**src/rtl/core/rpd_pkg.sv**
```systemverilog
// Package with the shared types and constants of the packet deframer.
package rpd_pkg;

   // Protocol characters.
   localparam logic [7:0] CH_START = 8'h24;
   localparam logic [7:0] CH_END   = 8'h23;
   localparam logic [7:0] CH_NAK   = 8'h2D;
   localparam logic [7:0] CH_ACK   = 8'h2B;

   // Length limit: MAX_LEN capped to what the position field can hold.
   localparam int POS_W     = 10;
   localparam int MAX_LEN   = 1023;
   localparam int POS_CAP   = (1 << POS_W) - 1;
   localparam int LEN_LIMIT = (MAX_LEN > POS_CAP) ? POS_CAP : MAX_LEN;

   // Command queue between the classifier and the executor.
   localparam int QUEUE_DEPTH = 2;
   localparam int QPTR_W      = (QUEUE_DEPTH > 1) ? $clog2(QUEUE_DEPTH) : 1;
   localparam int QCNT_W      = $clog2(QUEUE_DEPTH + 1);

   // Result kinds.
   localparam logic [1:0] KIND_PAYLOAD = 2'd0;
   localparam logic [1:0] KIND_GOOD    = 2'd1;
   localparam logic [1:0] KIND_BAD     = 2'd2;
   localparam logic [1:0] KIND_RESEND  = 2'd3;

   // Receive phases.
   typedef enum logic [1:0] {
      PH_IDLE = 2'd0,
      PH_DATA = 2'd1,
      PH_DIG1 = 2'd2,
      PH_DIG2 = 2'd3
   } phase_type;

   // One classified input byte.
   typedef struct packed {
      logic [7:0] data;
      logic       is_start;
      logic       is_end;
      logic       is_nak;
      logic [3:0] nibble;
      logic       hex_bad;
   } cmd_type;

endpackage

```
**src/rtl/core/rpd_front.sv**
```systemverilog
// Front end: classifies each received byte and decodes it as a hex digit.
module rpd_front (
   input  logic            [7:0] rx_byte,
   output rpd_pkg::cmd_type      cmd
);

   logic [3:0] nibble;
   logic       hex_bad;

   // Hex digit decode, either case; anything else is flagged as bad.
   always_comb begin
      nibble  = 4'd0;
      hex_bad = 1'b0;
      if (rx_byte inside {[8'h30:8'h39]}) begin
         nibble = 4'(rx_byte - 8'h30);
      end else if (rx_byte inside {[8'h61:8'h66]}) begin
         nibble = 4'(rx_byte - 8'h57);
      end else if (rx_byte inside {[8'h41:8'h46]}) begin
         nibble = 4'(rx_byte - 8'h37);
      end else begin
         hex_bad = 1'b1;
      end
   end

   // Marker classification.
   always_comb begin
      cmd.data     = rx_byte;
      cmd.is_start = (rx_byte == rpd_pkg::CH_START);
      cmd.is_end   = (rx_byte == rpd_pkg::CH_END);
      cmd.is_nak   = (rx_byte == rpd_pkg::CH_NAK);
      cmd.nibble   = nibble;
      cmd.hex_bad  = hex_bad;
   end

endmodule

```
**src/rtl/core/rpd_cmd_queue.sv**
```systemverilog
// Short queue of classified requests between the front end and the executor.
module rpd_cmd_queue (
   input  logic             clock,
   input  logic             reset,
   input  logic             push_valid,
   output logic             push_ready,
   input  rpd_pkg::cmd_type push_cmd,
   output logic             pop_valid,
   input  logic             pop,
   output rpd_pkg::cmd_type pop_cmd
);

   rpd_pkg::cmd_type                    entry_ff [rpd_pkg::QUEUE_DEPTH];
   logic [rpd_pkg::QPTR_W-1:0]          wr_ptr_ff, wr_ptr_in;
   logic [rpd_pkg::QPTR_W-1:0]          rd_ptr_ff, rd_ptr_in;
   logic [rpd_pkg::QCNT_W-1:0]          count_ff, count_in;
   logic                                do_push;
   logic                                do_pop;

   assign push_ready = (count_ff != rpd_pkg::QCNT_W'(rpd_pkg::QUEUE_DEPTH));
   assign pop_valid  = (count_ff != '0);
   assign pop_cmd    = entry_ff[rd_ptr_ff];
   assign do_push    = push_valid && push_ready;
   assign do_pop     = pop && pop_valid;

   // Pointer and fill count update.
   always_comb begin
      wr_ptr_in = wr_ptr_ff;
      rd_ptr_in = rd_ptr_ff;
      count_in  = count_ff;
      if (do_push) begin
         wr_ptr_in = (wr_ptr_ff == rpd_pkg::QPTR_W'(rpd_pkg::QUEUE_DEPTH - 1)) ?
                     '0 : wr_ptr_ff + 1'b1;
      end
      if (do_pop) begin
         rd_ptr_in = (rd_ptr_ff == rpd_pkg::QPTR_W'(rpd_pkg::QUEUE_DEPTH - 1)) ?
                     '0 : rd_ptr_ff + 1'b1;
      end
      if (do_push && !do_pop) begin
         count_in = count_ff + 1'b1;
      end else if (do_pop && !do_push) begin
         count_in = count_ff - 1'b1;
      end
   end

   always_ff @(posedge clock) begin
      if (reset) begin
         wr_ptr_ff <= '0;
         rd_ptr_ff <= '0;
         count_ff  <= '0;
      end else begin
         wr_ptr_ff <= wr_ptr_in;
         rd_ptr_ff <= rd_ptr_in;
         count_ff  <= count_in;
      end
   end

   // Entry storage needs no reset.
   always_ff @(posedge clock) begin
      if (do_push) begin
         entry_ff[wr_ptr_ff] <= push_cmd;
      end
   end

endmodule

```
**src/rtl/core/rpd_back.sv**
```systemverilog
// Back end: runs the packet state machine and holds the result register.
module rpd_back (
   input  logic                          clock,
   input  logic                          reset,
   input  logic                          ack_enabled,
   input  logic                          cmd_valid,
   input  rpd_pkg::cmd_type              cmd,
   output logic                          cmd_pop,
   output logic                          rsp_valid,
   input  logic                          rsp_ready,
   output logic [1:0]                    rsp_kind,
   output logic [7:0]                    rsp_payload_byte,
   output logic [rpd_pkg::POS_W-1:0]     rsp_position,
   output logic [7:0]                    rsp_sum_computed,
   output logic [7:0]                    rsp_sum_received,
   output logic                          rsp_reply_valid,
   output logic [7:0]                    rsp_reply_byte
);

   rpd_pkg::phase_type             phase_ff, phase_in;
   logic [7:0]                     sum_ff, sum_in;
   logic [3:0]                     high_nibble_ff, high_nibble_in;
   logic                           high_bad_ff, high_bad_in;
   logic [rpd_pkg::POS_W-1:0]      count_ff, count_in;

   logic                           out_valid_ff, out_valid_in;
   logic [1:0]                     kind_ff, kind_in;
   logic [7:0]                     pbyte_ff, pbyte_in;
   logic [rpd_pkg::POS_W-1:0]      pos_ff, pos_in;
   logic [7:0]                     sc_ff, sc_in;
   logic [7:0]                     sr_ff, sr_in;
   logic                           rv_ff, rv_in;
   logic [7:0]                     rb_ff, rb_in;

   logic                           emit;
   logic [7:0]                     recv;
   logic                           good;

   // A request is taken whenever the result register is free or drains now.
   assign cmd_pop = cmd_valid && (!out_valid_ff || rsp_ready);

   assign recv = {high_nibble_ff, cmd.nibble};
   assign good = !cmd.hex_bad && !high_bad_ff && (recv == sum_ff);

   // Next phase.
   always_comb begin
      phase_in = phase_ff;
      if (cmd_pop) begin
         case (phase_ff)
            rpd_pkg::PH_IDLE: begin
               if (cmd.is_start) phase_in = rpd_pkg::PH_DATA;
            end
            rpd_pkg::PH_DATA: begin
               if (cmd.is_end) phase_in = rpd_pkg::PH_DIG1;
            end
            rpd_pkg::PH_DIG1: phase_in = rpd_pkg::PH_DIG2;
            rpd_pkg::PH_DIG2: phase_in = rpd_pkg::PH_IDLE;
            default:          phase_in = rpd_pkg::PH_IDLE;
         endcase
      end
   end

   // Datapath updates and the result for the request being taken.
   always_comb begin
      sum_in         = sum_ff;
      high_nibble_in = high_nibble_ff;
      high_bad_in    = high_bad_ff;
      count_in       = count_ff;
      emit           = 1'b0;
      kind_in        = rpd_pkg::KIND_PAYLOAD;
      pbyte_in       = 8'd0;
      pos_in         = '0;
      sc_in          = 8'd0;
      sr_in          = 8'd0;
      rv_in          = 1'b0;
      rb_in          = 8'd0;
      if (cmd_pop) begin
         case (phase_ff)
            rpd_pkg::PH_IDLE: begin
               if (cmd.is_start) begin
                  sum_in         = 8'd0;
                  count_in       = '0;
                  high_nibble_in = 4'd0;
                  high_bad_in    = 1'b0;
               end else if (cmd.is_nak) begin
                  emit    = 1'b1;
                  kind_in = rpd_pkg::KIND_RESEND;
               end
            end
            rpd_pkg::PH_DATA: begin
               if (!cmd.is_end) begin
                  emit     = 1'b1;
                  kind_in  = rpd_pkg::KIND_PAYLOAD;
                  pbyte_in = cmd.data;
                  pos_in   = count_ff;
                  sum_in   = sum_ff + cmd.data;
                  if (count_ff < rpd_pkg::POS_W'(rpd_pkg::LEN_LIMIT)) begin
                     count_in = count_ff + 1'b1;
                  end
               end
            end
            rpd_pkg::PH_DIG1: begin
               high_nibble_in = cmd.nibble;
               high_bad_in    = cmd.hex_bad;
            end
            rpd_pkg::PH_DIG2: begin
               emit    = 1'b1;
               kind_in = good ? rpd_pkg::KIND_GOOD : rpd_pkg::KIND_BAD;
               pos_in  = count_ff;
               sc_in   = sum_ff;
               sr_in   = recv;
               rv_in   = ack_enabled;
               if (ack_enabled) begin
                  rb_in = good ? rpd_pkg::CH_ACK : rpd_pkg::CH_NAK;
               end
            end
            default: begin
               emit = 1'b0;
            end
         endcase
      end
   end

   // Result register valid: loads on a new result, clears when taken.
   always_comb begin
      out_valid_in = out_valid_ff;
      if (cmd_pop && emit) begin
         out_valid_in = 1'b1;
      end else if (rsp_ready) begin
         out_valid_in = 1'b0;
      end
   end

   always_ff @(posedge clock) begin
      if (reset) begin
         phase_ff       <= rpd_pkg::PH_IDLE;
         sum_ff         <= 8'd0;
         high_nibble_ff <= 4'd0;
         high_bad_ff    <= 1'b0;
         count_ff       <= '0;
         out_valid_ff   <= 1'b0;
      end else begin
         phase_ff       <= phase_in;
         sum_ff         <= sum_in;
         high_nibble_ff <= high_nibble_in;
         high_bad_ff    <= high_bad_in;
         count_ff       <= count_in;
         out_valid_ff   <= out_valid_in;
      end
   end

   // Result payload.
   always_ff @(posedge clock) begin
      if (cmd_pop && emit) begin
         kind_ff  <= kind_in;
         pbyte_ff <= pbyte_in;
         pos_ff   <= pos_in;
         sc_ff    <= sc_in;
         sr_ff    <= sr_in;
         rv_ff    <= rv_in;
         rb_ff    <= rb_in;
      end
   end

   assign rsp_valid        = out_valid_ff;
   assign rsp_kind         = kind_ff;
   assign rsp_payload_byte = pbyte_ff;
   assign rsp_position     = pos_ff;
   assign rsp_sum_computed = sc_ff;
   assign rsp_sum_received = sr_ff;
   assign rsp_reply_valid  = rv_ff;
   assign rsp_reply_byte   = rb_ff;

endmodule

```
**src/rtl/core/rsp_packet_deframer.sv**
```systemverilog
// Top level of the packet deframer.
//
// Requests carry one received byte on req_rx_byte with a valid/ready
// handshake. Bytes outside a packet are dropped, except that '-' gives a
// resend result. Inside a packet each payload byte comes out as a result
// with its position; after '#' and two hex digits a verdict result gives
// good or bad, the length and both sums, plus a reply byte when
// acknowledgements are on (csr_ack_enabled, written when csr_we is high).
// One request is taken per cycle while req_ready is high. The accepting
// edge writes the request into the command queue; from there it moves
// through the state machine into the result register, whose output drives
// rsp_valid, once that register is free or being drained.
// The two-entry command queue and the result register let requests keep
// flowing while a result waits; when the receiver stalls, the result holds
// and the queue fills, then req_ready drops and comes back in the cycle
// after the waiting result is taken.
// Reset clears the queue, the result register and the packet state, and sets
// acknowledgements on.
module rsp_packet_deframer (
   input  logic                      clock,
   input  logic                      reset,
   input  logic                      req_valid,
   output logic                      req_ready,
   input  logic [7:0]                req_rx_byte,
   output logic                      rsp_valid,
   input  logic                      rsp_ready,
   output logic [1:0]                rsp_kind,
   output logic [7:0]                rsp_payload_byte,
   output logic [rpd_pkg::POS_W-1:0] rsp_position,
   output logic [7:0]                rsp_sum_computed,
   output logic [7:0]                rsp_sum_received,
   output logic                      rsp_reply_valid,
   output logic [7:0]                rsp_reply_byte,
   input  logic                      csr_we,
   input  logic                      csr_ack_enabled
);

   rpd_pkg::cmd_type front_cmd;
   rpd_pkg::cmd_type queue_cmd;
   logic             queue_valid;
   logic             queue_pop;
   logic             ack_enabled_ff, ack_enabled_in;

   // Acknowledgement mode register.
   assign ack_enabled_in = csr_we ? csr_ack_enabled : ack_enabled_ff;

   always_ff @(posedge clock) begin
      if (reset) begin
         ack_enabled_ff <= 1'b1;
      end else begin
         ack_enabled_ff <= ack_enabled_in;
      end
   end

   rpd_front u_front (
      .rx_byte (req_rx_byte),
      .cmd     (front_cmd)
   );

   rpd_cmd_queue u_queue (
      .clock      (clock),
      .reset      (reset),
      .push_valid (req_valid),
      .push_ready (req_ready),
      .push_cmd   (front_cmd),
      .pop_valid  (queue_valid),
      .pop        (queue_pop),
      .pop_cmd    (queue_cmd)
   );

   rpd_back u_back (
      .clock            (clock),
      .reset            (reset),
      .ack_enabled      (ack_enabled_ff),
      .cmd_valid        (queue_valid),
      .cmd              (queue_cmd),
      .cmd_pop          (queue_pop),
      .rsp_valid        (rsp_valid),
      .rsp_ready        (rsp_ready),
      .rsp_kind         (rsp_kind),
      .rsp_payload_byte (rsp_payload_byte),
      .rsp_position     (rsp_position),
      .rsp_sum_computed (rsp_sum_computed),
      .rsp_sum_received (rsp_sum_received),
      .rsp_reply_valid  (rsp_reply_valid),
      .rsp_reply_byte   (rsp_reply_byte)
   );

endmodule

```
**config.mk**
```make
export PLATFORM = sky130hd
export DESIGN_NAME = rsp_packet_deframer
export DESIGN_NICKNAME = d
export VERILOG_FILES = /design/src/rtl/core/rpd_pkg.sv /design/src/rtl/core/rpd_front.sv /design/src/rtl/core/rpd_cmd_queue.sv /design/src/rtl/core/rpd_back.sv /design/src/rtl/core/rsp_packet_deframer.sv
export SDC_FILE = /design/constraint.sdc
export NUM_CORES = 1
export LEC_CHECK = 0
export ABC_AREA = 1
export BUFFER_PORTS_ARGS = -buffer_cell sky130_fd_sc_hd__clkbuf_2
export CORE_MARGIN = 1
export CORE_UTILIZATION = 61
export CTS_BUF_LIST = sky130_fd_sc_hd__clkbuf_2 sky130_fd_sc_hd__clkbuf_4 sky130_fd_sc_hd__clkbuf_8
export CTS_CLUSTER_DIAMETER = 50
export DETAILED_ROUTE_END_ITERATION = 10
export GPL_ROUTABILITY_DRIVEN = 0
export PLACE_DENSITY_LB_ADDON = 0.08
export SETUP_SLACK_MARGIN = 0.2
export SLEW_MARGIN = 15
export SYNTH_ARGS = -nofsm -noshare
export SYNTH_HDL_FRONTEND = slang
export SYNTH_SLANG_ARGS = --single-unit
export TNS_END_PERCENT = 100
```
**constraint.sdc**
```tcl
create_clock -name clock -period 7.2 [get_ports clock]
set_input_delay 0.72 -clock clock [delete_from_list [all_inputs] [get_ports clock]]
set_output_delay 0.72 -clock clock [all_outputs]
set_load 0.02 [all_outputs]
```
==> flow_summary.ini <==
[logic_synthesis]
synth_seq_cells = 104
syn_area_per_cell_um2 = 9.02
synthCells = 551
yosys_warnings = 0
synth_edf_count = 72
async_reset_ff_share_pct = 0
synth_flop_cell = edfxtp_1
ys_types = 35
synth_seq_area_share_pct = 56.4
synthesis.area_mm2 = 0.00497

[layout]
n_antenna_cell = 0
layout_commonest_cell = nand2_1
nets = 642
drive_gt1_share_pct = 16.3
stdcell_count = 716
final_area_mm2 = 0.00550
n_fill_cell = 673
layout_common_cells = nand2_1, inv_1, edfxtp_1, clkbuf_2, nor2_1
area_growth_pct = 10.6
utilization_pct = 70.4

[sta]
min_period_over_period_pct = 40.0
maxSlewHeadroom_pct = 35.9
setup_ws_ns = 4.32
rsz0062_at_grt = no
setup_viol = 0
period_minus_slack_ns = 2.88
finalSetupTns_ns = 0
worst_pin_slew_ns = 0.961
slew_violations = 0
holdWs_ns = 0.474
finClkSkew_ns = 0.0110
fmax_mhz = 347
finalHoldViolCount = 0

[clock_network]
h-tree-depth = 3
tritoncts.num_buffers = 9
cts_tree = done
clockBufferDepth = 2
clock_latency_ns = 0.37
clkTransAtPathRegs_ns = 0.10
cts.repair.resized = 0
clock-root-buffer = clkbuf_8
cts_hold_buf = 0
cts_sinks = 104
cts_setup_buffers = 0

[setup_path]
cp_data_arrival_time_ns = 3.18
cp_max_fo = 20
required_ns = 7.50
path_class = reg -> reg
crit_path_start_kind = flop
end_kind = flop

[floorplanning]
rows = 32
core_mm2 = 0.00781
chipHeight_um = 92.3
start_util_pct = 63.7
dieWidth_um = 92.3
dieArea_mm2 = 0.00851
ios = 61

[global_route]
grt.total_usage_pct = 24.1
grt_pass1_wl_um = 15800
grt-ovfl-total = 0
grt_max_degree = 34
grt_pass1_vias = 3384
antenna_found_initial = 0

[power_and_ir_drop]
power_frac_clock_pct = 18.0
switching_share_pct = 39.6
intPower_mw = 1.09
power_frac_seq_pct = 46.1
power.total_mw = 1.81
ir_drop_uv = 196
power.switching_uw = 716
p_comb_share_pct = 35.8
p_per_area_mw_per_mm2 = 329
p_leak_nw = 2.30

[outcome]
status = completed

[place]
place_inst = 700
pre_cts_ws_ns = 4.36
place_hpwl_um = 6910
post_dp_cell_area_mm2 = 0.00532
port_buffers = 57

[drt]
wl_per_cell_um = 13.0
drtPass1Iterations = 4
drc = 0
wirelength_um = 9280
ant_nets = 0
drtIter0Drc = 270
vias_per_cell = 5.18
vias = 3709

[hold_path]
holdCritPathClass = reg -> reg

[job]
cap_violations = 0
[cells by family after synthesis]
kind of cell    Yosys count  synth area share (%)
buf+inv                  91                  7.63
xor+xnor                  4                 0.705
other cells               1                0.0754
compound gates           68                  7.37
flops                   104                  56.4
simple gates            264                  22.9
fa+ha+maj                19                  4.93
[critical path, stage by stage (launching register included)]
cell,delay (ns)
dfxtp_1,0.70
inv_1,0.39
or2_2,0.37
o21ai_0,0.10
inv_1,0.07
ha_1,0.23
fa_1,0.46
nand3_1,0.10
nand2_1,0.07
xor2_1,0.15
nand2_1,0.06
a21oi_1,0.12
[per-layer routing]
| layer | share of wire [%] | global-route usage [%] |
|---|---|---|
| met2 | 46 | 37.5 |
| met5 | 0 | 0 |
| met3 | 6.5 | 4.15 |
| met4 | 1.2 | 9.38 |
| met1 | 46 | 33.8 |
[area by class of cell]
type                       count  area, µm²  share of cell area (%)
clock inverter                 7       53.8                   0.978
timing repair buffer          60        308                    5.60
clock buffer                   9        124                    2.25
inverter                      76        287                    5.21
tap                          102        128                    2.32
sequential                   104       2800                    51.0
multi-input combinational    358       1800                    32.7
[state kept, by name (all words and copies together), names as in the netlist, 3 cells and up, named ones only]
register and flops:
u_back.count_ff 10, u_back.high_nibble_ff 4, u_back.rsp_payload_byte 8, u_back.rsp_position 10, u_back.rsp_reply_byte 3, u_back.rsp_sum_computed 8
u_back.rsp_sum_received 8, u_back.sum_ff 8, u_queue.entry_ff 32
[Yosys cell counts (all sizes together) (2+ instances only)]
master	count	area [µm²]
or2	8	50.1
a21o	2	15.0
dfxtp	32	641
nand4	5	31.3
nand2	140	533
a21oi	40	215
o21ai	24	124
clkbuf	7	27.5
buf	8	65.1
ha	18	225
nor3b	2	15.0
nor3	16	90.1
inv	75	282
nor4	2	12.5
nor2	59	234
nand3b	3	22.5
xor2	4	35.0
nand3	29	150
edfxtp	72	2160
o22ai	2	12.5
[power by group through the flow]
stage | registers [mW] | logic [mW] | clock network, mW
2_1_floorplan | 0.920 | 0.405 | 0
3_3_place_gp | 0.844 | 0.631 | 0
3_5_place_dp | 0.849 | 0.644 | 0
4_1_cts | 0.835 | 0.647 | 0.333
5_1_grt | 0.848 | 0.725 | 0.356
6_report | 0.834 | 0.648 | 0.326
[path summary, 6_finish.rpt]
check                                  from                        endpoint  slack (ns)  depth (start not counted)
min          u_queue.rd_ptr_ff$_SDFFE_PP0P_  u_queue.rd_ptr_ff$_SDFFE_PP0P_        0.47                          1
max                                    flop   u_back.sum_ff[4]$_SDFFE_PP0P_        4.32                         11
min reg2reg  u_queue.rd_ptr_ff$_SDFFE_PP0P_  u_queue.rd_ptr_ff$_SDFFE_PP0P_        0.47                          1
max reg2reg                            flop   u_back.sum_ff[4]$_SDFFE_PP0P_        4.32                         11
(Power assumes the default switching activity.)
